===== src/hdl/npm_div.sv =====
// ----------------------------------------------------------------------------
// npm_div
// Restoring divider, one quotient bit per cycle.
// ----------------------------------------------------------------------------
module npm_div #(
	parameter int N_W = 64,
	parameter int D_W = 32
) (
	input  logic           clk,
	input  logic           arst_n,
	input  logic           start,
	input  logic [N_W-1:0] num,
	input  logic [D_W-1:0] den,
	output logic           busy,
	output logic [N_W-1:0] quotient
);

	localparam int CW = $clog2(N_W + 1);

	logic           busy_q;
	logic [CW-1:0]  cnt_q;
	logic [N_W-1:0] num_q;
	logic [N_W-1:0] quo_q;
	logic [D_W-1:0] den_q;
	logic [D_W-1:0] rem_q;
	logic [D_W:0]   rem_sh;
	logic [D_W:0]   rem_sub;
	logic           fits;

	assign rem_sh  = {rem_q, num_q[N_W-1]};
	assign rem_sub = rem_sh - {1'b0, den_q};
	assign fits    = rem_sh >= {1'b0, den_q};

	always_ff @(posedge clk or negedge arst_n) begin
		if (!arst_n) begin
			busy_q <= 1'b0;
			cnt_q  <= '0;
		end else if (start) begin
			busy_q <= 1'b1;
			cnt_q  <= CW'(N_W);
		end else if (busy_q) begin
			cnt_q <= cnt_q - 1'b1;
			if (cnt_q == CW'(1)) begin
				busy_q <= 1'b0;
			end
		end
	end

	always_ff @(posedge clk) begin
		if (start) begin
			num_q <= num;
			den_q <= den;
			rem_q <= '0;
			quo_q <= '0;
		end else if (busy_q) begin
			num_q <= num_q << 1;
			quo_q <= {quo_q[N_W-2:0], fits};
			rem_q <= fits ? rem_sub[D_W-1:0] : rem_sh[D_W-1:0];
		end
	end

	assign busy     = busy_q;
	assign quotient = quo_q;

endmodule


===== config.mk =====
export PLATFORM = sky130hd
export DESIGN_NAME = npm_div
export DESIGN_NICKNAME = d
export VERILOG_FILES = /design/src/hdl/npm_div.sv
export SDC_FILE = /design/constraint.sdc
export NUM_CORES = 1
export LEC_CHECK = 0
export ABC_AREA = 1
export BUFFER_PORTS_ARGS = -buffer_cell sky130_fd_sc_hd__buf_2
export CAP_MARGIN = 10
export CORE_UTILIZATION = 50
export CTS_CLUSTER_DIAMETER = 80
export CTS_CLUSTER_SIZE = 24
export DETAILED_ROUTE_END_ITERATION = 7
export HOLD_SLACK_MARGIN = 0.02
export PLACE_DENSITY = 0.72
export SLEW_MARGIN = 10
export SYNTH_ARGS = -nofsm -noshare
export SYNTH_HDL_FRONTEND = slang
export SYNTH_SLANG_ARGS = --single-unit

===== constraint.sdc =====
create_clock -name clk -period 3.7 [get_ports clk]
set_input_delay 0.37 -clock clk [delete_from_list [all_inputs] [get_ports clk]]
set_output_delay 0.37 -clock clk [all_outputs]
set_load 0.1 [all_outputs]

After elaboration in Yosys (flattened, before gate mapping)
Index checks and enable logic that the tools add are counted.
{ "word_totals": {"register_bits": 200, "inputBits": 99, "out_inout_bits": 65, "elab_cells": 19} }
{ "op_classes": {"addsub": 2, "order_cmp": 1, "n_eq_ne": 1, "mux": 8, "reduce_logical": 1} }
{ "op_table": {"columns": ["operator", "count"], "rows": [
  ["$mux 64", 2],
  ["$ge 33x32->1", 1],
  ["$mux 32", 1],
  ["$sub 32x32->32", 1],
  ["$mux 7", 2],
  ["$eq 7x1->1 const B", 1],
  ["$sub 7x1->7 const B", 1],
  ["$mux 1", 3],
  ["$reduce_bool 2->1", 1]
]} }

Depth between registers and ports, before layout
{ "logic_depth": {"depth_word": 4, "ltp_mapped": 17, "ltp_nobuf": 16} }

Worst setup path after synthesis
OpenSTA, ideal clock, no wires.
{ "synth_path": {"path_type": "flip-flop to flip-flop", "from": "reg busy_q (netlist: busy)", "to": "reg num_q[0] (enable)", "setup_time_ps": 454, "arrival_ps": 3322, "t_required_ps": 3246, "slack_ps": -75, "path_stages_with_launch": 4, "path_buffers": 1, "synth_period_minus_slack_ps": 3775, "cell_sequence": "dfrtp_1 nor2_1 inv_1 clkbuf_1"} }
{ "synth_between": {"elab_chain_cells": 1} }
{ "synth_rtl": {"columns": ["item", "line_no", "rtl"], "rows": [
  ["from (decl)", "20", "logic busy_q;"],
  ["from (signal assigned)", "36", "busy_q <= 1'b0;"],
  ["from (signal assigned)", "39", "busy_q <= 1'b1;"],
  ["from (signal assigned)", "44", "busy_q <= 1'b0;"],
  ["$reduce_bool 2->1 (no source line)", null, null],
  ["to (signal assigned)", "51", "num_q <= num;"],
  ["to (signal assigned)", "56", "num_q <= num_q << 1;"],
  ["to (decl)", "22", "logic [N_W-1:0] num_q;"]
]} }
No other way between the ends.
A chain may end at the register's enable or synchronous reset.

Worst setup path in the final report
{ "layout_path": {"from": "reg den_q[30]", "to": "reg rem_q[31]"} }
{ "layout_between": {"elab_chain_cells": 2, "elab_cells_between_ends": 3, "cone_classes": "add/sub: 1; order compare: 1; mux: 1"} }
{ "layout_rtl": {"columns": ["item", "line_no", "rtl"], "rows": [
  ["from (decl)", "24", "logic [D_W-1:0] den_q;"],
  ["from (signal assigned)", "52", "den_q <= den;"],
  ["$sub 32x32->32 or $ge 33x32->1 (tied branches)", "31, 32", null],
  ["$mux 32 (*)", "58", "rem_q <= fits ? rem_sub[D_W-1:0] : rem_sh[D_W-1:0];"],
  ["to (signal assigned)", "58", null],
  ["to (decl)", "25", "logic [D_W-1:0] rem_q;"]
]} }
Every way passes the cells marked *; elsewhere a longest branch is shown, timed or not.

==> results.md <==
- Status: complete, no violations
- Largest net degree at the start of global routing: 72
- Die W: 145 µm
- Final Hold Viols: 0
- Largest cells by area after synthesis: edfxtp_1, nand2_1, dfxtp_1
- Root buf cell: clkbuf_16
- Grt total ovfl: 0
- Initial Utilization: 51.6%
- Core area: 0.0197 mm²
- Most frequent cells in the layout: nand2_1, inv_1, buf_2
- Fmax: 0.397 GHz
- YS warnings: 0
- Setup CP Type: reg2reg
- Buffer levels on the longest clock path: 2
- Synth top area share: 28.3%
- GR Layer Usage met3: 5.89%
- Pwr dens: 461 mW/mm²
- Full die area: 0.0209 mm²
- Post-DR vias/cell: 4.85
- Crit path max fanout: 33
- Vias in the first global route: 7944
- Fin. max-slew vios: 0
- Tmin final: 2.52 ns
- Num CTS Buffers: 17
- Fillers: 1834
- Worst-skew pair later-pin latency: 0.45 ns
- GR peak layer: met2
- Setup TNS: 0 ns
- Io pins: 164
- RSZ-0062 raised after global routing: false
- Share of cells above drive strength 1: 15.2%
- Area leader, netlist: edfxtp_1
- Fin nets: 1608
- Register area share after synthesis: 49.2%
- Setup violations, final: 0
- Port-buffer cells: 163
- Worst-path clk slew: 0.08 ns
- Mapped Area: 0.0102 mm²
- Main synth FF type: edfxtp_1
- Final period utilization: 68.1%
- Via count: 8507
- Post-DP HPWL: 17.2 mm
- Yosys reg bits: 200
- Worst slew pin tran: 1.09 ns
- Total GRT Usage: 23.6%
- Antenna Nets Post-Route: 0
- CP Launch Type: flop
- Hold_ws: 0.0977 ns
- Commonest non-fill, non-tap cell in the layout: nand2_1
- Hold Crit Class: in2reg
- Rel. slew slack: 27.5%
- # resized after CTS: 0
- Global-route wire length before repair: 38.3 mm
- Pleak: 0.00610 µW
- Maxcap violations: 0
- Synth unique cells: 38
- Initial antenna violation count: 2
- DRT Pass-1 Iters: 6
- Finished Layout Cells: 1754
- Final Util: 59.9%
- Final Routed Wirelength: 23.6 mm
- CTS Sinks: 200
- Post-CTS Setup Bufs: 0
- Final GP Congestion: 0.952
- Crit. End Element: flop
- Synth Area per Inst: 7.68 µm²
- CTS H-tree lvls: 4
- IR drop worst, VDD: 0.000321 V
- Post-synth EDFFs: 96
- Die Y: 145 µm
- Iteration-0 DRC Markers: 538
- DRC errors left: 0
- Row count: 51
- DP Cell Count: 1719
- CP arrival: 2.86 ns
- Post-CTS Hold Fix Bufs: 1
- Mapped Nets: 1460
- Worst EP required: 4.04 ns
- Met2 GRT Util: 38.5%
- Met1 Track Usage GR: 30.5%
- Clk_skew: 0.0161 ns
- P&R area growth vs syn: 16.1%
- WL per Instance: 13.5 µm
- Async set-or-reset flop fraction in the synthesized netlist: 4.00%
- CTS tree: built
- Synth Instances: 1326
[cell usage after synthesis (8+ instances only)]
cell / instances
a21oi_1: 19
clkbuf_1: 28
dfrtp_1: 8
dfxtp_1: 96
edfxtp_1: 96
ha_1: 34
inv_1: 225
nand2_1: 543
nand3_1: 65
nand3b_1: 21
nor2_1: 48
o21ai_0: 11
o22ai_1: 63
xnor2_1: 8
[path summary, 6_finish.rpt]
check / start / end / slack [ns] / cells past startpoint
setup / recovery: den_q[30] / rem_q[31] / 1.18 / 12
hold / removal: den[3] / den_q[3] / 0.1 / 1
setup reg to reg: den_q[30] / rem_q[31] / 1.18 / 12
hold reg to reg: quotient[63] / quotient[63] / 0.46 / 2
max in group asynchronous: arst_n / cnt_q[4] / 3.19 / 2
min in group asynchronous: arst_n / cnt_q[2] / 0.32 / 2
[power breakdown]
group	switching (µW)	leakage, µW	internal (µW)
Combinational	648	0.00393	342
Sequential	80.2	0.00189	2500
Clock	951	0.000293	924
Total	1680	0.00610	3770
[logic make-up (layout without fill, tap and decap cells)]
group / count (synthesis) / after routing / share of synthesized area [%]
flip-flops: 200 / 200 / 49.2
adder cells (fa/ha/maj): 35 / 35 / 4.37
AND/OR/NAND/NOR: 711 / 711 / 29.3
XOR/XNOR: 14 / 14 / 1.20
other: 0 / 2 / 0
AO/OA/AOI/OAI: 98 / 98 / 5.74
buffers and inverters: 268 / 429 / 10.2
[area by class of cell]
class                           instances  area, µm²  share of cell area, %
Tap cell                              265        332                   2.81
Timing Repair Buffer                  169        878                   7.43
Multi-Input combinational cell        858       4140                   35.0
Sequential cell                       200       5000                   42.3
Clock inverter                         14        173                   1.46
Antenna cell                            2       5.00                 0.0423
Clock buffer                           18        429                   3.63
Inverter                              228        858                   7.26
[worst max-delay path, cell delays in order (launching register included)]
cell and delay (ns):
edfxtp_1 0.35, inv_1 0.05, ha_1 0.39, a21oi_1 0.24, nor2_1 0.06, nor3_1 0.23, nand3_2 0.16, nor2_8 0.31
nand2_8 0.23, nand2_2 0.20, nand2_1 0.08, nand2_1 0.07, nand2_1 0.04
[sequential cells by signal (all words and copies together) (netlist names)]
signal    flops
quotient     64
num_q        64
rem_q        32
busy          1
cnt_q         7
den_q        32
[per-layer routing]
layer | wire length, µm | share of wire (%) | vias up
li1 | - | - | 4466
met1 | 10800 | 46 | 3806
met2 | 11100 | 47 | 206
met3 | 1320 | 5.6 | 29
met4 | 471 | 2.0 | 0
met5 | 0 | 0 | -
[through the flow]
step / power [µW] / worst slack (ns) / instance area [µm²]
global placement: 3600 / 1.24 / 11200
global route: 5730 / 0.933 / 11800
floorplan: 3350 / 0.974 / 10200
CTS: 5480 / 1.17 / 11800
detailed placement: 3610 / 1.20 / 11200
finish: 5450 / 1.18 / 11800
(Power assumes the default switching activity.)
