## src/hdl/npm_mul.sv

```systemverilog
// ----------------------------------------------------------------------------
// npm_mul
// Shift-add multiplier, one bit of operand b per cycle, product modulo 2^A_W.
// ----------------------------------------------------------------------------
module npm_mul #(
	parameter int A_W = 64,
	parameter int B_W = 32
) (
	input  logic           clk,
	input  logic           arst_n,
	input  logic           start,
	input  logic [A_W-1:0] a,
	input  logic [B_W-1:0] b,
	output logic           busy,
	output logic [A_W-1:0] product
);

	localparam int CW = $clog2(B_W + 1);

	logic           busy_q;
	logic [CW-1:0]  cnt_q;
	logic [A_W-1:0] acc_q;
	logic [A_W-1:0] a_q;
	logic [B_W-1:0] b_q;

	always_ff @(posedge clk or negedge arst_n) begin
		if (!arst_n) begin
			busy_q <= 1'b0;
			cnt_q  <= '0;
		end else if (start) begin
			busy_q <= 1'b1;
			cnt_q  <= CW'(B_W);
		end else if (busy_q) begin
			cnt_q <= cnt_q - 1'b1;
			if (cnt_q == CW'(1)) begin
				busy_q <= 1'b0;
			end
		end
	end

	always_ff @(posedge clk) begin
		if (start) begin
			acc_q <= '0;
			a_q   <= a;
			b_q   <= b;
		end else if (busy_q) begin
			if (b_q[0]) begin
				acc_q <= acc_q + a_q;
			end
			a_q <= a_q << 1;
			b_q <= b_q >> 1;
		end
	end

	assign busy    = busy_q;
	assign product = acc_q;

endmodule

```

## config.mk

```make
export PLATFORM = sky130hd
export DESIGN_NAME = npm_mul
export DESIGN_NICKNAME = d
export VERILOG_FILES = /design/src/hdl/npm_mul.sv
export SDC_FILE = /design/constraint.sdc
export NUM_CORES = 1
export LEC_CHECK = 0
export ABC_CLOCK_PERIOD_IN_PS = 3800
export BUFFER_PORTS_ARGS = -buffer_cell sky130_fd_sc_hd__buf_4
export CORE_UTILIZATION = 58
export CTS_CLUSTER_DIAMETER = 80
export DETAILED_ROUTE_END_ITERATION = 12
export PLACE_DENSITY = 0.81
export SLEW_MARGIN = 20
export SYNTH_ARGS = -nofsm -noshare
export SYNTH_HDL_FRONTEND = slang
export SYNTH_SLANG_ARGS = --single-unit
export TNS_END_PERCENT = 30
```

## constraint.sdc

```tcl
create_clock -name clk -period 3.8 [get_ports clk]
set_input_delay 0.19 -clock clk [delete_from_list [all_inputs] [get_ports clk]]
set_output_delay 0.19 -clock clk [all_outputs]
set_load 0.005 [all_outputs]
```

Yosys cells after proc, flatten, opt, wreduce, memory -nomap -nowiden
Cells that the tools add are included.
{ "totals": {"ff_bits": 167, "inputBits": 99, "out_inout_bits": 65, "word_cells": 19} }
{ "op_classes": {"add_sub_neg": 2, "n_eq_ne": 1, "mux": 9, "reduce_logical": 2} }
{ "op_table": {"columns": ["cell", "n"], "rows": [
  ["$mux W64", 2],
  ["$add A64 B64 Y64", 1],
  ["$mux W32", 2],
  ["$mux W6", 2],
  ["$eq A6 B1 Y1 const B", 1],
  ["$sub A6 B1 Y6 const B", 1],
  ["$mux W1", 3],
  ["$reduce_and A2 Y1", 1],
  ["$reduce_bool A2 Y1", 1]
]} }

Longest topological paths before layout
{ "logic_depth": {"depth_word": 4, "depth_mapped": 12, "depth_no_buf": 12} }

Worst setup path before layout
Ideal clock, no wire load.
{ "synth_timing": {"path_type": "register to register", "startpoint": "register a_q[0]", "endpoint": "register acc_q[60], in the netlist product[60]", "setup_time_ps": 120, "arrival_ps": 2880, "t_required_ps": 3680, "path_slack_ps": 800, "stages_incl_launch_ff": 13, "n_path_buf": 0, "synth_period_minus_slack_ps": 3000, "cell_sequence": "edfxtp_1 ha_1 fa_1 a211oi_1 o21bai_1 o41ai_4 o211ai_2 o2111ai_2 a31oi_4 a21oi_2 or4_4 nor2_1 a211o_1"} }
{ "synth_via": {"elab_chain_len": 1} }
{ "synth_lines": {"columns": ["element", "line_no", "rtl"], "rows": [
  ["from (decl)", "23", "logic [A_W-1:0] a_q;"],
  ["from (signal assigned)", "50", "a_q <= a_q << 1;"],
  ["$add A64 B64 Y64", "48", "acc_q <= acc_q + a_q;"],
  ["to (signal assigned)", "48", null],
  ["to (decl)", "22", "logic [A_W-1:0] acc_q;"]
]} }
No other way between the ends.
A chain may end at the register's enable or synchronous reset.

Final worst setup path
Same ends and word-level chain as after synthesis.

==> reports/summary.json <==
{
  "critical_hold_path_startpoint": "a[0]",
  "dr.first_iter.drc_count": 772,
  "p_clk_share_pct": 21.8,
  "run_status": "finished, final reports clean",
  "critical_path.startpoint_type": "flop",
  "root_buffer_master": "sky130_fd_sc_hd__clkbuf_16",
  "firstDrtPassIters": 5,
  "grt_first_pass_wirelength_microns": 41800,
  "combinationalPowerShare_pct": 44.9,
  "synth_enable_flop_cells": 96,
  "r2r-start": "a_q[0]",
  "delay_of_the_slowest_cell_on_the_worst_path_ps": 420,
  "grt.total_usage_pct": 28.9,
  "cp-end-kind": "flop",
  "final_cell_area_sq_um": 12300,
  "placement.cell_area_sq_um": 11700,
  "cts_buffer_depth": 2,
  "path_cells": "ha_1 > fa_1 > a211oi_1 > o21bai_1 > o41ai_4 > o211ai_2 > o2111ai_2 > a31oi_4 > a21oi_2 > or4_4 > nor2_1 > a211o_1",
  "num_antenna_cells": 0,
  "die_x_microns": 136,
  "post-synth-top-area-fraction_pct": 27.6,
  "critPathMaxFanout": 3,
  "vias": 8714,
  "timing.clock.skew_ps": 8.60,
  "syn-instance-count": 1061,
  "tritoncts": "built",
  "core_sq_um": 17400,
  "final.period_utilization_pct": 91.7,
  "setup-tns-final_ps": 0,
  "share_of_layout_cells_above_drive_strength_1_pct": 26.1,
  "synth_largest_area_cell": "sky130_fd_sc_hd__edfxtp_1",
  "switching_share_pct": 38.7,
  "cellLeakagePower_nw": 5.36,
  "achievable-frequency_ghz": 0.287,
  "net_count_of_the_mapped_netlist": 1226,
  "seqPwrFrac_pct": 33.4,
  "tritoncts_num_sinks": 167,
  "critical-path-slowest-cell": "sky130_fd_sc_hd__fa_1",
  "cp.arrival_ps": 3820,
  "fin_nets": 1366,
  "grt_start_max_net_pins": 67,
  "final_antenna_net_count": 0,
  "worst-slew-pin-transition_ps": 807,
  "clk_latency_ps": 440,
  "cell_internal_pwr_w": 0.00488,
  "post_synth_instance_area_sq_um": 10400,
  "timing.final.setup_violations": 0,
  "row_count": 48,
  "drv.max_cap_violation_count": 0,
  "route.detailed.drc": 0,
  "gp_congestion": 0.945,
  "rsz0062_at_grt": "false",
  "ys_top_cells_by_area": "sky130_fd_sc_hd__edfxtp_1, sky130_fd_sc_hd__dfxtp_1, sky130_fd_sc_hd__mux2_2",
  "n_fill_cell": 1342,
  "timing.max_slew.rel_slack_pct": 46.2,
  "switching_power_w": 0.00308,
  "final-seq-area_sq_um": 4340,
  "port_buffers": 163,
  "post-dp-hpwl_microns": 19000,
  "wl_per_cell_microns": 18.2,
  "finalWorstPathRequiredPeriod_ps": 3480,
  "io_pins": 164,
  "global_route.overflow_total": 0,
  "synth.yosys.seq_area_share_pct": 41.6,
  "synth.avg_cell_area_sq_um": 9.83,
  "clock_slew_at_the_register_clock_pins_of_the_worst_setup_and_hold_paths_ps": 70,
  "synth_ff_type": "sky130_fd_sc_hd__edfxtp_1",
  "final.hold.worst_slack_ps": 36.3,
  "final-hold-violation-count": 0,
  "vias_in_the_first_global_route": 8475,
  "crit_start": "a_q[0]",
  "wirelength_microns": 26200,
  "yosysUniqueCellTypes": 80,
  "layout.cells.most_common": "sky130_fd_sc_hd__buf_4",
  "cts_setup_buffers": 0,
  "drv_slew": 0,
  "holdCritPathClass": "input port to flop",
  "ys_seq_elements": 167,
  "die-height_microns": 136,
  "ys_warn_count": 0,
  "die_area_sq_um": 18500,
  "multi_input_logic_area_sq_um": 5720,
  "grt_antenna_before_repair": 0,
  "floorplan.initialDensity_pct": 59.9,
  "power_density_nw_per_um2": 646,
  "synth_async_sr_flop_share_pct": 4.19,
  "required_ps": 4130,
  "route.detailed.vias_per_inst": 6.06,
  "type_of_the_setup_path_with_the_least_slack": "flop to flop",
  "max-vdd-ir-drop_mv": 0.376,
  "cts.htree.levels": 4,
  "numCtsBuffers": 17,
  "syn_to_final_growth_pct": 18.2,
  "final_cell_mix": "sky130_fd_sc_hd__buf_4, sky130_fd_sc_hd__nand2_1, sky130_fd_sc_hd__a21oi_1, sky130_fd_sc_hd__edfxtp_1, sky130_fd_sc_hd__mux2_2"
}
==> state kept, by name, indices dropped and copies added (netlist names) <==
name and flops:
cnt_q 6, busy 1, product 64, a_q 64, b_q 32
==> critical path, delay by kind of cell (launching register included) <==
family          cells  cell delay, ps
compound gates      8            2110
fa+ha+maj           2             640
flops               1             400
simple gates        2             210
==> cell type report <==
| cell class | instances | area share (%) |
|---|---|---|
| clock inverter | 11 | 0.994 |
| sequential | 167 | 35.2 |
| multi-input combinational | 815 | 46.4 |
| inverter | 25 | 0.761 |
| clock buffer | 21 | 3.65 |
| tap | 225 | 2.28 |
| timing repair buffer | 175 | 10.8 |
==> per-stage QoR <==
step	cells	power [W]	setup WS, ps	util, %
3_3_place_gp	1406	0.00611	478	67.4
6_report	1439	0.00797	316	70.8
3_5_place_dp	1406	0.00617	343	67.4
4_1_cts	1439	0.00794	302	70.8
2_1_floorplan	1061	0.00516	800	-
5_1_grt	1439	0.00845	25.9	70.8
==> cells in the mapped netlist, drive strengths merged, types with 3 or more instances <==
cell type and count:
o211ai 5, nand4 21, mux2 95, dfrtp 7
xor2 27, and2 8, ha 65, a311o 4
nor4 5, nor2 51, xnor2 22, o31ai 4
and3 10, clkbuf 38, o21ai 55, nor3 16
nand2 141, a31oi 7, or4 4, nand3 22
a221o 3, inv 25, a21oi 121, a21o 35
dfxtp 64, o21bai 20, or3 6, a211oi 9
a221oi 5, a41oi 3, edfxtp 96, buf 14
o21a 6, nor2b 8
==> timing repair <==
item                                    CTS  global route
endpoints found under the hold margin     7             0
resized for setup                         0             1
hold buffers                              1             0
endpoints found under the setup margin    0             1
==> metal layers <==
layer / global-route usage [%] / part of all wire, % / vias to the layer above
met4: 10.6 / 2.6 / 0
met3: 7.27 / 7.4 / 46
met2: 47.3 / 47 / 325
li1: - / - / 4230
met1: 36.7 / 43 / 4113
met5: 0 / 0 / -
==> worst paths after layout <==
kind	end	slack, ps	cells after the start
max	product[60]	320	12
min	a_q[0]	40	2
max reg2reg	product[60]	320	12
min reg2reg	product[39]	480	2
max in group asynchronous	cnt_q[3]	3580	2
min in group asynchronous	cnt_q[5]	90	2
==> power by group through the flow <==
stage	clock network (W)	logic [W]	registers (W)
2_1_floorplan	0	0.00255	0.00260
3_3_place_gp	0	0.00343	0.00268
3_5_place_dp	0	0.00349	0.00269
4_1_cts	0.00175	0.00353	0.00265
5_1_grt	0.00181	0.00393	0.00270
6_report	0.00173	0.00357	0.00266
==> cells by family (layout without fill, tap and decap cells) <==
family	Yosys count	in the layout	share of synthesized area, %
compound gates	300	300	18.5
xor+xnor	49	49	4.11
fa+ha+maj	66	66	7.99
buf+inv	79	232	3.68
flops	167	167	41.6
mux	97	97	10.4
simple gates	303	303	13.7
Power figures use the tool's default switching activity.
