`config.mk`:
```
export PLATFORM = sky130hd
export DESIGN_NAME = npm_ram
export DESIGN_NICKNAME = d
export VERILOG_FILES = /design/src/hdl/npm_ram.sv
export SDC_FILE = /design/constraint.sdc
export NUM_CORES = 1
export LEC_CHECK = 0
export BUFFER_PORTS_ARGS = -buffer_cell sky130_fd_sc_hd__buf_2
export CAP_MARGIN = 10
export CORE_MARGIN = 8
export CORE_UTILIZATION = 60
export DETAILED_ROUTE_END_ITERATION = 10
export GPL_TIMING_DRIVEN = 0
export PLACE_DENSITY_LB_ADDON = 0.08
export SLEW_MARGIN = 30
export SYNTH_ARGS = -nofsm -noshare
export SYNTH_HDL_FRONTEND = slang
export SYNTH_SLANG_ARGS = --single-unit
```
`constraint.sdc`:
```
create_clock -name clk -period 2 [get_ports clk]
set_input_delay 0.2 -clock clk [delete_from_list [all_inputs] [get_ports clk]]
set_output_delay 0.2 -clock clk [all_outputs]
set_load 0.005 [all_outputs]
```
`src/hdl/npm_ram.sv`:
```
// ----------------------------------------------------------------------------
// npm_ram
// Generic RAM with one write port and one registered read port.
// ----------------------------------------------------------------------------
module npm_ram #(
	parameter int WIDTH = 8,
	parameter int DEPTH = 16
) (
	input  logic                     clk,
	input  logic                     we,
	input  logic [$clog2(DEPTH)-1:0] waddr,
	input  logic [WIDTH-1:0]         wdata,
	input  logic [$clog2(DEPTH)-1:0] raddr,
	output logic [WIDTH-1:0]         rdata
);

	logic [WIDTH-1:0] mem_q [DEPTH];
	logic [WIDTH-1:0] rdata_q;

	always_ff @(posedge clk) begin
		if (we) begin
			mem_q[waddr] <= wdata;
		end
		rdata_q <= mem_q[raddr];
	end

	assign rdata = rdata_q;

endmodule

```
# Yosys cells after proc, flatten, opt, wreduce, memory -nomap -nowiden
# Memory sizes are Yosys's and may differ from the RTL's. A register that Yosys moved wholly into a read port is not among the register bits.
# Cells that the tools add are included.
# op_classes
n_addsub	0
n_mul	0
div	0
magnitude_cmp	0
eq_ne	0
shifts	0
muxes	2
bitwise_logic	0
n_reduce_logical	0
# op_table
cell	n
$mux 1	2
# totals
reg_bits	0
latch_bits	0
ramBits	128
mem_bits_ro	0
inputBits	18
output_inout_bits	8
mem_count	1
# mem_list
memory	words	width	read_ports	rd_clocked_by_memory_dff	write_ports	line_no	text
mem_q	16	8	1	1	1	17	logic [WIDTH-1:0] mem_q [DEPTH];

# Depth between registers and ports, before layout
# Gate-level depths: netlist of the first run.
# logic_depth
depth_word	2
depth_mapped	5
depth_no_buf	3

# Worst setup path before layout of the first run
# OpenSTA, ideal clock, no wires.
# synth_path
path_type	input port to flip-flop
from	input waddr[2]
to	memory mem_q[0][0] (enable)
setup_ps	383
arrival_time_ps	1310
t_required_ps	1617
setup_slack_ps	307
path_stages	2
cell_sequence	or3b_2 > nor3_1
# synth_lines
item	line_no	text
start, declared	11	input logic [$clog2(DEPTH)-1:0] waddr,
end, declared	17	
# Straight into the memory's write port.

==> results of run 1 <==
==> per-layer routing <==
layer	wire [um]	up-vias	track usage	share of wire
li1	-	1067	-	-
met1	4064	1281	0.2436	0.40
met2	4939	122	0.2847	0.49
met3	878	19	0.04543	0.087
met4	157	0	0.08700	0.016
met5	0	-	0	0
==> cells by family after synthesis <==
group | synth area share
mux | 0.1502
flops | 0.7778
buf+inv | 0.01677
compound gates | 0.02334
simple gates | 0.03184
==> sequential cells by signal (all words and copies together) (netlist names) <==
signal and flops:
mem_q 128, rdata 8
==> critical path, stage by stage (launching register included) <==
cell and delay, ns:
edfxtp_1 0.39, mux4_1 0.52, a22oi_1 0.31, nand2_1 0.08
==> through the flow <==
step	hold WS, ns	setup slack (ns)	total power (uW)	instance area [um^2]	utilization
2_1_floorplan	0.2989	0.3071	3422	5147	-
3_3_place_gp	0.5857	-0.2457	3553	5399	0.6538
3_5_place_dp	0.5835	0.1101	3568	5419	0.6562
4_1_cts	0.07078	0.5995	6762	6046	0.7321
5_1_grt	0.08427	0.5322	6894	6046	0.7321
6_report	0.08342	0.5905	6723	6046	0.7321
==> power by group <==
| group | switching, uW | internal, uW | total [uW] |
|---|---|---|---|
| registers | 17.5 | 3190 | 3200 |
| logic | 179 | 127 | 305 |
| clock network | 1150 | 2060 | 3210 |
| total | 1340 | 5380 | 6720 |
==> cell type report <==
class / instances / area, um^2
tap: 105 / 131.4
clock inverter: 14 / 198.9
buffer: 10 / 86.33
timing repair buffer: 24 / 120.1
fill: 473 / 2212
sequential: 136 / 4004
multi-input combinational: 83 / 1077
clock buffer: 18 / 427.9
==> cell usage in the layout, fill, tap and decap left out, types with 2 or more instances in the layout <==
cell type        count
edfxtp_1           128
buf_6                3
dfxtp_1              8
clkinvlp_4           4
nand3b_1             2
buf_2               27
a22oi_1             16
clkbuf_8             2
mux4_1              14
clkinv_4             4
mux4_2              18
nand2b_1             2
nor3_2               4
nor2_1              13
clkdlybuf4s25_2      3
bufinv_16            4
clkbuf_16           16
nand2_1              9
==> worst max-delay path by stage <==
stage                     start           to  slack, ns  cells after the start
finish              mem_q[8][2]     rdata[2]       0.59                      3
global placement       waddr[2]  mem_q[0][7]      -0.25                      3
detailed placement     waddr[2]  mem_q[0][7]       0.11                      3
floorplan              waddr[2]  mem_q[0][0]       0.31                      2
CTS                 mem_q[8][2]     rdata[2]       0.60                      3
global route           waddr[2]  mem_q[2][3]       0.53                      3
==> results.json, run 1 <==
{
  "status": "finished clean",
  "synthTopCellsByArea": "edfxtp_1, mux4_2, mux4_1",
  "syn_avg_cell_area_um2": 22.48,
  "yosys.area.top_type_share": 0.7467,
  "regToRegStartpoint": "mem_q[8][2]",
  "timing.final.crit_share": 0.7048,
  "holdPathStages": 1,
  "clkLatencyLatePin_ns": 0.51,
  "r2r-end": "rdata[2]",
  "drc_errors": 0,
  "worstHoldPathType": "input port to register",
  "rows": 33,
  "required_ns": 2.39,
  "synth_nets": 247,
  "cts_made_buffers": 17,
  "final_nets": 290,
  "ctsResizeCount": 0,
  "vias": 2489,
  "die_w_um": 108.6,
  "yosysMostFrequentCell": "edfxtp_1",
  "root_buffer": "clkbuf_8",
  "overflow": 0,
  "yosysSeqAreaShare": 0.7778,
  "placedCellCount": 358,
  "wirelength_um": 10040,
  "slew_headroom": 0.4595,
  "diodes": 0,
  "powerDensity_nw_per_um2": 1112,
  "first_global_vias": 2530,
  "crit_arrival_ns": 1.80,
  "area_growth_pct": 17.45,
  "worstRegToRegCells": 3,
  "track_usage": 0.1843,
  "clock_sinks": 136,
  "syn_inst": 229,
  "die_h_um": 108.6,
  "routedWlPerCell_um": 25.74,
  "synthTopCellsByCount": "edfxtp_1, mux4_2, a22oi_1",
  "setup_tns_ns": 0,
  "synth_cell_types": 19,
  "drtIter0Drc": 196,
  "place_congestion": 0.7275,
  "cts_setup_buffers": 0,
  "final_cells": 390,
  "fmax_mhz": 709.5,
  "tightest_slew_ns": 0.8064,
  "cts_max_level": 4,
  "yosysTopAreaCell": "edfxtp_1",
  "min_to": "mem_q[5][0]",
  "core_area_um2": 8258,
  "cts_hold_buffers": 0,
  "grt_pass1_wl_um": 14970,
  "finalMaxSlewViolations": 0,
  "synth_edf_count": 128,
  "firstDrtPassIters": 4,
  "worst_setup_path_end_kind": "register",
  "io_pins": 26,
  "dp_hpwl_um": 6302,
  "holdCritStartpoint": "wdata[0]",
  "ys_ff_latch": 136,
  "grt_max_degree": 17,
  "hold_viol": 0,
  "avgViaCountPerCell": 6.382,
  "finalSetupViolations": 0,
  "cp-start-kind": "register",
  "max-cap-violations": 0,
  "p_leak_uw": 0.002037,
  "worst_clock_skew_ns": 0.009573,
  "yosys_warnings": 0,
  "irDropWorstVdd_mv": 0.7307,
  "die-area_um2": 11800,
  "rsz0062_at_grt": "no",
  "ctsLongestPathBuffers": 2,
  "cts_tree": "built",
  "clkTransAtPathRegs_ns": 0.06,
  "syn_area_um2": 5147,
  "worstSetupPathType": "register to register",
  "period_minus_slack_ns": 1.410,
  "antenna_found_initial": 0,
  "start_util": 0.6233,
  "drive_gt1_frac": 0.3123,
  "port_buffers": 24,
  "async_flop_share": 0,
  "ant_nets": 0,
  "synthFlopType": "edfxtp_1",
  "ff2ff_setup_slack_ns": 0.59,
  "path_max_fanout": 1
}
Power figures use the tool's default switching activity.
==> run 2: changes to the inputs <==
clock period = 1.35 ns   (was 2 ns; I/O delays follow)
==> run 2 against run 1 <==
Net effect:
- final cell count rose by 0.51%
- sequential cell count is the same
- first-iteration DRC count decreased by 23%
- clock skew increased by 0.0046 ns
- die area is the same
- global-route usage fell by 0.53 points
- register-to-register slack worse by 0.55 ns
- largest power group is now sequential cells
- fmax rose by 7.5%
- count of clock-buffer cells in the layout rose by 1
==> results.json, run 2 (same netlist as run 1, synthesis figures left out) <==
{
  "final_common_cell": "edfxtp_1",
  "overflow": 0,
  "die_h_um": 108.6,
  "final_cells": 392,
  "fmax_mhz": 762.9,
  "critPathBufInv": 0,
  "rsz0062_at_grt": "no",
  "max-cap-violations": 0,
  "worst_clock_skew_ns": 0.01420,
  "setup_tns_ns": 0,
  "first_global_vias": 2473,
  "placedCellCount": 358,
  "start_util": 0.6233,
  "swShare": 0.1954,
  "timing.final.crit_share": 0.9710,
  "p_clk_frac": 0.474,
  "final_nets": 292,
  "vias": 2373,
  "path_cells": "mux4_2, a22oi_1, nand2_1",
  "slew_headroom": 0.4092,
  "antenna_found_initial": 0,
  "worstSetupPathType": "register to register",
  "crit_slowest_cell": "mux4_2",
  "port_buffers": 24,
  "drive_gt1_frac": 0.3484,
  "cts_made_buffers": 17,
  "ctsLongestPathBuffers": 2,
  "avgViaCountPerCell": 6.054,
  "hold_viol": 0,
  "p_int_uw": 7953,
  "cts_setup_buffers": 0,
  "setup_slack_ns": 0.03921,
  "seq_power_share": 0.480,
  "rows": 33,
  "required_ns": 1.74,
  "diodes": 0,
  "critPathMaxStageDelay_ns": 0.48,
  "track_usage": 0.1790,
  "irDropWorstVdd_mv": 1.101,
  "finalSetupViolations": 0,
  "tightest_slew_ns": 0.8829,
  "area_growth_pct": 18.33,
  "largest_reg_flops": 128,
  "core_area_um2": 8258,
  "cts_max_level": 4,
  "status": "finished clean",
  "period_minus_slack_ns": 1.311,
  "power_frac_comb": 0.046,
  "io_pins": 26,
  "ant_nets": 0,
  "post-place-ws_ns": -0.5809,
  "path_max_fanout": 1,
  "grt_max_degree": 17,
  "worstHoldPathType": "input port to register",
  "drtIter0Drc": 151,
  "powerDensity_nw_per_um2": 1623,
  "clkLatencyLatePin_ns": 0.51,
  "crit_arrival_ns": 1.70,
  "finalMaxSlewViolations": 0,
  "clkTransAtPathRegs_ns": 0.06,
  "die-area_um2": 11800,
  "p_switching_uw": 1931,
  "cp-start-kind": "register",
  "path_delay_family": "multiplexers",
  "final_cell_mix": "edfxtp_1, buf_2, mux4_2, clkbuf_16, mux4_1",
  "dp_hpwl_um": 5870,
  "place_congestion": 0.6863,
  "routedWlPerCell_um": 24.47,
  "firstDrtPassIters": 4,
  "root_buffer": "clkbuf_8",
  "cts_tree": "built",
  "wirelength_um": 9594,
  "worst_setup_path_end_kind": "register",
  "clock_sinks": 136,
  "drc_errors": 0,
  "die_w_um": 108.6,
  "p_leak_uw": 0.002038,
  "largest_register": "mem_q",
  "grt_pass1_wl_um": 14570
}
run 2: changes by cell type in the layout (fill, tap and decap cells not counted), sizes merged:
cell         change
clkbuf           +1
dlygate4sd3      +2
inv              -1
run 2: repair_timing:
action | in CTS | in global routing
setup endpoints to repair | 12 | 20
endpoints found under the hold margin | 12 | 0
hold buffers | 2 | 0
resized for setup | 7 | 6
pin swaps | 0 | 1
run 2: layer usage:
layer	routed length, um	part of all wire	track usage	up-vias
li1	-	-	-	1062
met1	4004	0.42	0.2325	1211
met2	4707	0.49	0.2768	93
met3	759	0.079	0.05841	7
met4	123	0.013	0.07038	0
met5	0	0	0	-
run 2: final cells by class:
type	instances	area [um^2]
clock inverter	13	178.9
fill	472	2167
buffer	10	86.33
tap	105	131.4
timing repair buffer	26	140.1
clock buffer	19	431.7
sequential	136	4004
multi-input combinational	83	1119
run 2: path summary, 6_finish.rpt:
path / startpoint / to / slack, ns / cells after the start
worst min-delay path: wdata[1] / mem_q[13][1] / 0.008 / 1
worst max register to register: mem_q[2][4] / rdata[4] / 0.04 / 3
worst min register to register: mem_q[11][2] / rdata[2] / 0.68 / 3
worst max-delay path: mem_q[2][4] / rdata[4] / 0.04 / 3
run 2: power by group through the flow:
stage / clock network [uW] / registers, uW / logic, uW
finish: 4680 / 4740 / 459
global route: 4910 / 4750 / 496
CTS: 4740 / 4740 / 459
detailed placement: 0 / 4830 / 442
global placement: 0 / 4830 / 427
floorplan: 0 / 4830 / 240
run 2: per-stage QoR:
| step | total power [uW] | utilization | area, um^2 | hold WS, ns |
|---|---|---|---|---|
| floorplan | 5071 | - | 5152 | 0.2339 |
| global placement | 5252 | 0.6544 | 5404 | 0.5161 |
| detailed placement | 5273 | 0.6562 | 5419 | 0.5123 |
| CTS | 9944 | 0.7352 | 6071 | 0.0005845 |
| global route | 10160 | 0.7376 | 6091 | 0.006399 |
| finish | 9884 | 0.7376 | 6091 | 0.008247 |
run 2: worst reg2reg max path: stages (launching register included):
cell	delay, ns
edfxtp_1	0.36
mux4_2	0.48
a22oi_1	0.24
nand2_1	0.11
