### src/hdl/npm_pkg.sv
// ----------------------------------------------------------------------------
// npm_pkg
// Shared codes, register indexes, reset values and types of the noisy pixel
// mask finder.
// ----------------------------------------------------------------------------
package npm_pkg;

	// input word actions
	localparam logic [1:0] ACT_HIT     = 2'd0;
	localparam logic [1:0] ACT_EVENT   = 2'd1;
	localparam logic [1:0] ACT_PRELOAD = 2'd2;
	localparam logic [1:0] ACT_EVAL    = 2'd3;

	// configuration register map
	localparam int CFG_INDEX_W = 3;
	localparam int CFG_DATA_W  = 24;
	localparam logic [CFG_INDEX_W-1:0] CFG_MODE     = 3'd0;
	localparam logic [CFG_INDEX_W-1:0] CFG_FREQ_CUT = 3'd1;
	localparam logic [CFG_INDEX_W-1:0] CFG_BW_COL   = 3'd2;
	localparam logic [CFG_INDEX_W-1:0] CFG_BW_ROW   = 3'd3;
	localparam logic [CFG_INDEX_W-1:0] CFG_SIGMA    = 3'd4;
	localparam logic [CFG_INDEX_W-1:0] CFG_RATE     = 3'd5;

	localparam logic        RST_MODE     = 1'b0;
	localparam logic [23:0] RST_FREQ_CUT = 24'd12800;
	localparam logic [3:0]  RST_BW_COL   = 4'd2;
	localparam logic [3:0]  RST_BW_ROW   = 4'd2;
	localparam logic [15:0] RST_SIGMA    = 16'd1280;
	localparam logic [15:0] RST_RATE     = 16'd256;

	localparam int MEAN_W = 40;

	// request to the window walker
	typedef struct packed {
		logic       start;
		logic [3:0] bc;
		logic [3:0] br;
		logic [7:0] column;
		logic [7:0] row;
	} win_req_t;

endpackage

### src/hdl/npm_window.sv
// ----------------------------------------------------------------------------
// npm_window
// Walks the elliptic kernel window around one pixel, reads the neighbour
// counts from the pixel memory and accumulates weight and weighted counts.
// ----------------------------------------------------------------------------
module npm_window import npm_pkg::*; #(
	parameter int COLUMNS    = 256,
	parameter int ROWS       = 256,
	parameter int COUNT_BITS = 32,
	parameter int WT_W       = 16,
	parameter int W_W        = 26,
	parameter int S_W        = 58
) (
	input  logic                             clk,
	input  logic                             arst_n,
	input  win_req_t                         req,
	output logic [$clog2(COLUMNS*ROWS)-1:0]  raddr,
	input  logic [COUNT_BITS-1:0]            rdata_count,
	output logic                             busy,
	output logic [S_W-1:0]                   s_sum,
	output logic [W_W-1:0]                   w_sum
);

	localparam int AW  = $clog2(COLUMNS * ROWS);
	localparam int PRW = WT_W + COUNT_BITS;

	logic              walk_q;
	logic signed [4:0] dc_q, dr_q;
	logic [3:0]        bc_q, br_q;
	logic [7:0]        col_q, row_q;
	logic [7:0]        bc2_q, br2_q;
	logic [WT_W-1:0]   full_q;

	logic [3:0]        dc_abs, dr_abs;
	logic signed [9:0] c_w, r_w;
	logic              ok_w;

	logic              live_s1, ok_s1;
	logic [7:0]        dc2_s1, dr2_s1;
	logic [8:0]        c_s1, r_s1;
	logic              live_s2, ok_s2;
	logic [WT_W-1:0]   a_s2, b_s2;
	logic [AW-1:0]     addr_s2;
	logic [31:0]       addr_w;
	logic signed [WT_W+1:0] wt_w;
	logic              valid_s3, valid_s4, valid_s5;
	logic [WT_W-1:0]   w_s3, w_s4, w_s5;
	logic [AW-1:0]     addr_s3;
	logic [PRW-1:0]    prod_s5;
	logic [S_W-1:0]    s_q;
	logic [W_W-1:0]    w_q;

	assign dc_abs = dc_q[4] ? 4'(-dc_q) : dc_q[3:0];
	assign dr_abs = dr_q[4] ? 4'(-dr_q) : dr_q[3:0];
	assign c_w    = $signed({2'b00, col_q}) + $signed({{5{dc_q[4]}}, dc_q});
	assign r_w    = $signed({2'b00, row_q}) + $signed({{5{dr_q[4]}}, dr_q});
	assign ok_w   = !c_w[9] && (32'(c_w[8:0]) < COLUMNS) && !r_w[9] &&
		(32'(r_w[8:0]) < ROWS) && !(dc_q == 5'sd0 && dr_q == 5'sd0);
	assign addr_w = 32'(c_s1) * ROWS + 32'(r_s1);
	assign wt_w   = $signed({2'b00, full_q}) - $signed({2'b00, a_s2}) -
		$signed({2'b00, b_s2});

	// window walk, rows fastest
	always_ff @(posedge clk or negedge arst_n) begin
		if (!arst_n) begin
			walk_q <= 1'b0;
			dc_q   <= '0;
			dr_q   <= '0;
			bc_q   <= '0;
			br_q   <= '0;
			col_q  <= '0;
			row_q  <= '0;
		end else if (req.start) begin
			walk_q <= 1'b1;
			dc_q   <= -$signed({1'b0, req.bc});
			dr_q   <= -$signed({1'b0, req.br});
			bc_q   <= req.bc;
			br_q   <= req.br;
			col_q  <= req.column;
			row_q  <= req.row;
		end else if (walk_q) begin
			if (dr_q == $signed({1'b0, br_q})) begin
				dr_q <= -$signed({1'b0, br_q});
				if (dc_q == $signed({1'b0, bc_q})) begin
					walk_q <= 1'b0;
				end else begin
					dc_q <= dc_q + 5'sd1;
				end
			end else begin
				dr_q <= dr_q + 5'sd1;
			end
		end
	end

	always_ff @(posedge clk or negedge arst_n) begin
		if (!arst_n) begin
			live_s1  <= 1'b0;
			live_s2  <= 1'b0;
			valid_s3 <= 1'b0;
			valid_s4 <= 1'b0;
			valid_s5 <= 1'b0;
		end else begin
			live_s1  <= walk_q;
			live_s2  <= live_s1;
			valid_s3 <= live_s2 && ok_s2 && (wt_w > 0);
			valid_s4 <= valid_s3;
			valid_s5 <= valid_s4;
		end
	end

	always_ff @(posedge clk) begin
		bc2_q   <= 8'(bc_q * bc_q);
		br2_q   <= 8'(br_q * br_q);
		full_q  <= WT_W'(bc2_q * br2_q);
		ok_s1   <= ok_w;
		dc2_s1  <= 8'(dc_abs * dc_abs);
		dr2_s1  <= 8'(dr_abs * dr_abs);
		c_s1    <= c_w[8:0];
		r_s1    <= r_w[8:0];
		ok_s2   <= ok_s1;
		a_s2    <= WT_W'(dc2_s1 * br2_q);
		b_s2    <= WT_W'(dr2_s1 * bc2_q);
		addr_s2 <= ok_s1 ? addr_w[AW-1:0] : '0;
		w_s3    <= wt_w[WT_W-1:0];
		addr_s3 <= addr_s2;
		w_s4    <= w_s3;
		w_s5    <= w_s4;
		prod_s5 <= PRW'(w_s4) * PRW'(rdata_count);
		if (req.start) begin
			s_q <= '0;
			w_q <= '0;
		end else if (valid_s5) begin
			s_q <= s_q + S_W'(prod_s5);
			w_q <= w_q + W_W'(w_s5);
		end
	end

	assign raddr = addr_s3;
	assign busy  = walk_q | live_s1 | live_s2 | valid_s3 | valid_s4 | valid_s5;
	assign s_sum = s_q;
	assign w_sum = w_q;

endmodule

### config.mk
export PLATFORM = sky130hd
export DESIGN_NAME = npm_window
export DESIGN_NICKNAME = d
export VERILOG_FILES = /design/src/hdl/npm_pkg.sv /design/src/hdl/npm_window.sv
export SDC_FILE = /design/constraint.sdc
export NUM_CORES = 2
export LEC_CHECK = 0
export ABC_CLOCK_PERIOD_IN_PS = 7200
export BUFFER_PORTS_ARGS = -buffer_cell sky130_fd_sc_hd__buf_2
export CAP_MARGIN = 20
export CORE_ASPECT_RATIO = 1.2
export CORE_MARGIN = 4
export CORE_UTILIZATION = 40
export DETAILED_ROUTE_END_ITERATION = 8
export PLACE_DENSITY_LB_ADDON = 0.08
export SETUP_SLACK_MARGIN = 0.4
export SLEW_MARGIN = 20
export SYNTH_ARGS = -nofsm -noshare
export SYNTH_HDL_FRONTEND = slang
export SYNTH_SLANG_ARGS = --single-unit
### constraint.sdc
create_clock -name clk -period 7.2 [get_ports clk]
set_input_delay 0.36 -clock clk [delete_from_list [all_inputs] [get_ports clk]]
set_output_delay 0.36 -clock clk [all_outputs]
set_load 0.02 [all_outputs]
# Word-level counts from Yosys, hierarchy flattened
# Cells that the tools add are included.
[totals]
ff_bits = 351
in_bits = 59
output_inout_bits = 101
[classes]
addsub = 14
n_mul = 8
order_cmp = 3
eq_ne = 3
muxes = 13
n_bitwise = 5
n_reduce_logical = 15
[ops]
columns = ["operator", "count"]
rows = [
  ["adder 58 x 48 -> 58 bit", 1],
  ["multiplier 16 x 32 -> 48 bit", 1],
  ["multiplier 8 x 8 -> 16 bit", 3],
  ["two-way mux 5 bit", 7],
  ["multiplier 4 x 4 -> 8 bit", 4],
  ["adder 26 x 16 -> 26 bit", 1],
  ["adder 9 x 5 -> 10 bit", 2],
  ["> comparator 18 x 1 -> 1 bit, second input constant", 1],
  ["less-than comparator 9 bit, second input constant", 2],
  ["subtractor 17 x 17 -> 18 bit", 1],
  ["subtractor 16 x 16 -> 17 bit", 1],
  ["adder 16 x 9 -> 16 bit", 1],
  ["negator 4 -> 5 bit", 3],
  ["adder 5 x 2 -> 5 bit, second input constant", 2],
  ["equality test 5 bit", 2],
  ["zero test 5 bit", 2],
  ["two-way mux 4 bit", 2],
  ["negator 4 bit", 2],
  ["logical AND 1 bit", 7],
  ["bitwise OR 1 bit", 5],
  ["two-way mux 1 bit", 4],
  ["nonzero test 2 bit", 2],
  ["zero test 1 bit", 3],
  ["AND reduction 3 bit", 1],
  ["inequality test 2 bit, second input constant", 1],
]

# Longest topological paths before layout
[logic_depth]
ltp_word = 6
mapped_depth = 24
ltp_nobuf = 23

# Worst setup path after synthesis
# Ideal clock, no wire load.
[synth_path]
path_type = "reg2reg"
start = "register w_s4[1]"
end = "register prod_s5[43]"
setup_time_ns = 0.123
arrival_ns = 5.945
path_slack_ns = 1.132
stages_incl_launch_ff = 23
path_buffers = 2
cell_sequence = "dfxtp_1 > clkbuf_1 > nand2_1 > fa_1 > fa_1 > fa_1 > inv_1 > fa_1 > fa_1 > inv_1 > fa_1 > inv_1 > ha_1 > clkbuf_1 > a21oi_1 > a21oi_1 > a211o_1 > a31o_2 > a21oi_1 > o311ai_1 > a31oi_1 > o21ai_1 > xor2_1"
[synth_between]
elab_chain_len = 1
[synth_lines]
columns = ["item", "line_no", "text"]
rows = [
  ["from (decl)", "npm_window.sv:47", "logic [WT_W-1:0] w_s3, w_s4, w_s5;"],
  ["from (signal assigned)", "npm_window.sv:126", "w_s4 <= w_s3;"],
  ["multiplier 16 x 32 -> 48 bit", "npm_window.sv:128", "prod_s5 <= PRW'(w_s4) * PRW'(rdata_count);"],
  ["to (signal assigned)", "npm_window.sv:128", ""],
  ["to (decl)", "npm_window.sv:49", "logic [PRW-1:0] prod_s5;"],
]
# No other way between the ends.
# A chain may end at the register's enable or synchronous reset.

# Worst setup path after layout
[layout_path]
start = "register w_s4[12]"
end = "register prod_s5[44]"
# The elaborated chain is that of the path after synthesis.

==> flow_summary.yaml <==
clock_tree:
  insertion_delay_ns: 0.61
  cts_setup_buffers: 0
  cts_max_path_buffers: 3
  root_buffer: "clkbuf_16"
  clock-sinks: 344
  cts.clk_slew.worst_paths_ns: 0.06
  cts_tree: "done"
  htree_levels: 2
  cts_buffers: 43
routing:
  ant_nets: 0
  wl_per_cell_um: 17.9
  firstDrtPassIters: 5
  routed_wirelength_um: 101000
  vias_per_cell: 5.02
  drt_iter0_markers: 1185
  vias: 28100
  post-route-drc-count: 0
placement:
  gp_congestion: 0.863
  portBuffers: 159
  dp_slack_ns: 0.506
  dpl.hpwl_um: 81000
setup_path:
  crit_required_ns: 7.73
  crit_path_end_kind: "flip-flop"
  worstSetupStartpointType: "flip-flop"
  worstSetupPathType: "reg2reg"
  arrival_ns: 6.94
  cp_max_fo: 20
floorplanning:
  ioPinCount: 160
  die_h_um: 344
  std_cell_rows: 122
  core_area_um2: 92700
  start_util: 0.406
  die_w_um: 288
  die_area_um2: 98900
global_route:
  gr-total-overflow: 0
  grt_pass1_vias: 30400
  grt_usage: 0.209
  grt_pass1_wl_um: 164000
  antenna_found_initial: 7
  grt_max_degree: 68
timing:
  finalWorstSetupSlack_ns: 0.792
  slew_violations: 0
  tightest_slew_ns: 0.962
  slew-limit-headroom: 0.359
  period_share: 0.890
  skew_ns: 0.0380
  max_freq_ghz: 0.156
  hold_viol: 0
  min_period_ns: 6.41
  rsz0062_at_grt: "false"
  fin_tns_setup_ns: 0
  finalSetupViolations: 0
synthesis:
  ys_ff_latch: 344
  synth_edf_count: 0
  syn_area_um2: 37600
  synth_ff_type: "dfxtp_1"
  syn_avg_cell_area_um2: 8.90
  synth_seq_area_share: 0.189
  synth.area.top_cells: "fa_1 (27%), dfxtp_1 (16%), ha_1 (13%), inv_1 (6.5%), and2_1 (5.8%)"
  synth_top_area_frac: 0.268
  synth_most_common_cell: "inv_1"
  yosys_warnings: 0
  async_reset_ff_frac: 0.116
  synth_top_cell_by_area: "fa_1"
  ys_types: 82
  synth_common_cells: "inv_1 (648), fa_1 (504), nand2_1 (483)"
  syn_inst: 4223
final_layout:
  drive_gt1_frac: 0.0724
  nFillCells: 9350
  multi_input_area_um2: 27500
  area_growth_pct: 10.3
  register_area_um2: 7090
  final_nets: 5268
min_path:
  worstHoldPathType: "in2reg"
job:
  maxCapViolCount: 0
status:
  status: "finished clean"
## cell type report
class	count	share of cell area
multi-input cells	3078	0.663
diodes	4	0.000241
inverters	649	0.0588
clock inverters	28	0.00930
repair buffers	212	0.0308
clock buffers	52	0.0290
flip-flops and latches	344	0.171
well taps	1240	0.0374
## per-stage QoR
stage	area [um^2]	utilization	hold slack, ns	cells
3_5_place_dp	39700	0.428	0.312	5508
4_1_cts	41400	0.447	0.00124	5603
5_1_grt	41400	0.447	0.00320	5603
3_3_place_gp	39700	0.428	0.310	5508
2_1_floorplan	37600	-	0.0644	4233
6_report	41400	0.447	0.0349	5607
## flip-flops by register name, indices dropped and copies added (netlist names), 8 cells and up
signal and flops:
b_s2 15, w_sum 26, s_sum 58, c_s1 8, full_q 15, r_s1 9
a_s2 15, raddr 16, w_s5 16, addr_s2 16, w_s4 16, row_q 8
w_s3 16, prod_s5 48, col_q 8
## cell usage in the layout (no fill, tap or decap), types with 8 or more instances in the layout
master         instances
a211oi_1              31
a21boi_0               8
a21o_1                64
a21oi_1              183
a31oi_1               16
and2_1               347
and3_1                20
buf_2                158
buf_4                 35
clkbuf_16             46
conb_1                12
dfrtp_1               39
dfxtp_1              299
dlygate4sd3_1         15
fa_1                 504
ha_1                 377
inv_1                648
mux2_2                17
mux2i_1               29
nand2_1              483
nand2b_1              25
nand3_1               63
nand4_1               35
nor2_1               226
nor2b_1               35
nor3_1                46
nor4_1                 8
o211ai_1              12
o21a_1                20
o21ai_0               87
o21ai_1               46
o21bai_1              23
or3_1                 14
xnor2_1              129
xor2_1                75
## layer usage
metal | vias to the layer above | track usage | wire (um)
met1 | 14000 | 0.239 | 40000
met2 | 351 | 0.404 | 54700
met4 | 4 | 0.0622 | 3280
li1 | 13700 | - | -
met5 | - | 0 | 21
met3 | 132 | 0.0225 | 2660
## what timing repair did
item	in CTS	in global routing
gates resized for setup	0	7
hold endpoints to repair	54	0
setup endpoints to repair	0	10
hold buffers	15	0
## cell families (layout without fill, tap and decap cells)
logic type      Yosys count  count (layout)  synth area share
fa+ha+maj               881             881             0.394
xor+xnor                205             205            0.0480
flops                   344             344             0.189
other cells               2              16          0.000200
buf+inv                 811             941            0.0811
compound gates          603             603             0.103
mux                      48              48            0.0134
simple gates           1329            1329             0.172
## final timing paths
path | slack [ns] | startpoint | cells past startpoint | end
setup / recovery | 0.79 | w_s4[12]$_DFF_P_ | 19 | prod_s5[44]$_DFF_P_
min in group asynchronous | 0.47 | arst_n | 2 | row_q[3]$_DFFE_PN0P_
max in group asynchronous | 6.08 | arst_n | 2 | valid_s5$_DFF_PN0_
hold / removal | 0.03 | req[12] | 2 | col_q[4]$_DFFE_PN0P_
setup reg to reg | 0.79 | w_s4[12]$_DFF_P_ | 19 | prod_s5[44]$_DFF_P_
hold reg to reg | 0.32 | w_s3[11]$_DFF_P_ | 0 | w_s4[11]$_DFF_P_
## worst max-delay path: stages (launching register included)
cell      delay [ns]
dfxtp_1         0.64
buf_4           0.38
nand2_1         0.11
fa_1            0.50
inv_1           0.05
fa_1            0.49
fa_1            0.58
fa_1            0.49
fa_1            0.50
inv_1           0.05
fa_1            0.47
inv_1           0.04
ha_1            0.41
nand3_1         0.14
a211oi_1        0.35
nor2_1          0.12
o21ai_1         0.28
a31oi_1         0.24
o31ai_1         0.33
xor2_1          0.16
Power is left out: the tool's default activity adds up to more than one toggle a clock period on the data nets, which glitch-free logic cannot reach.
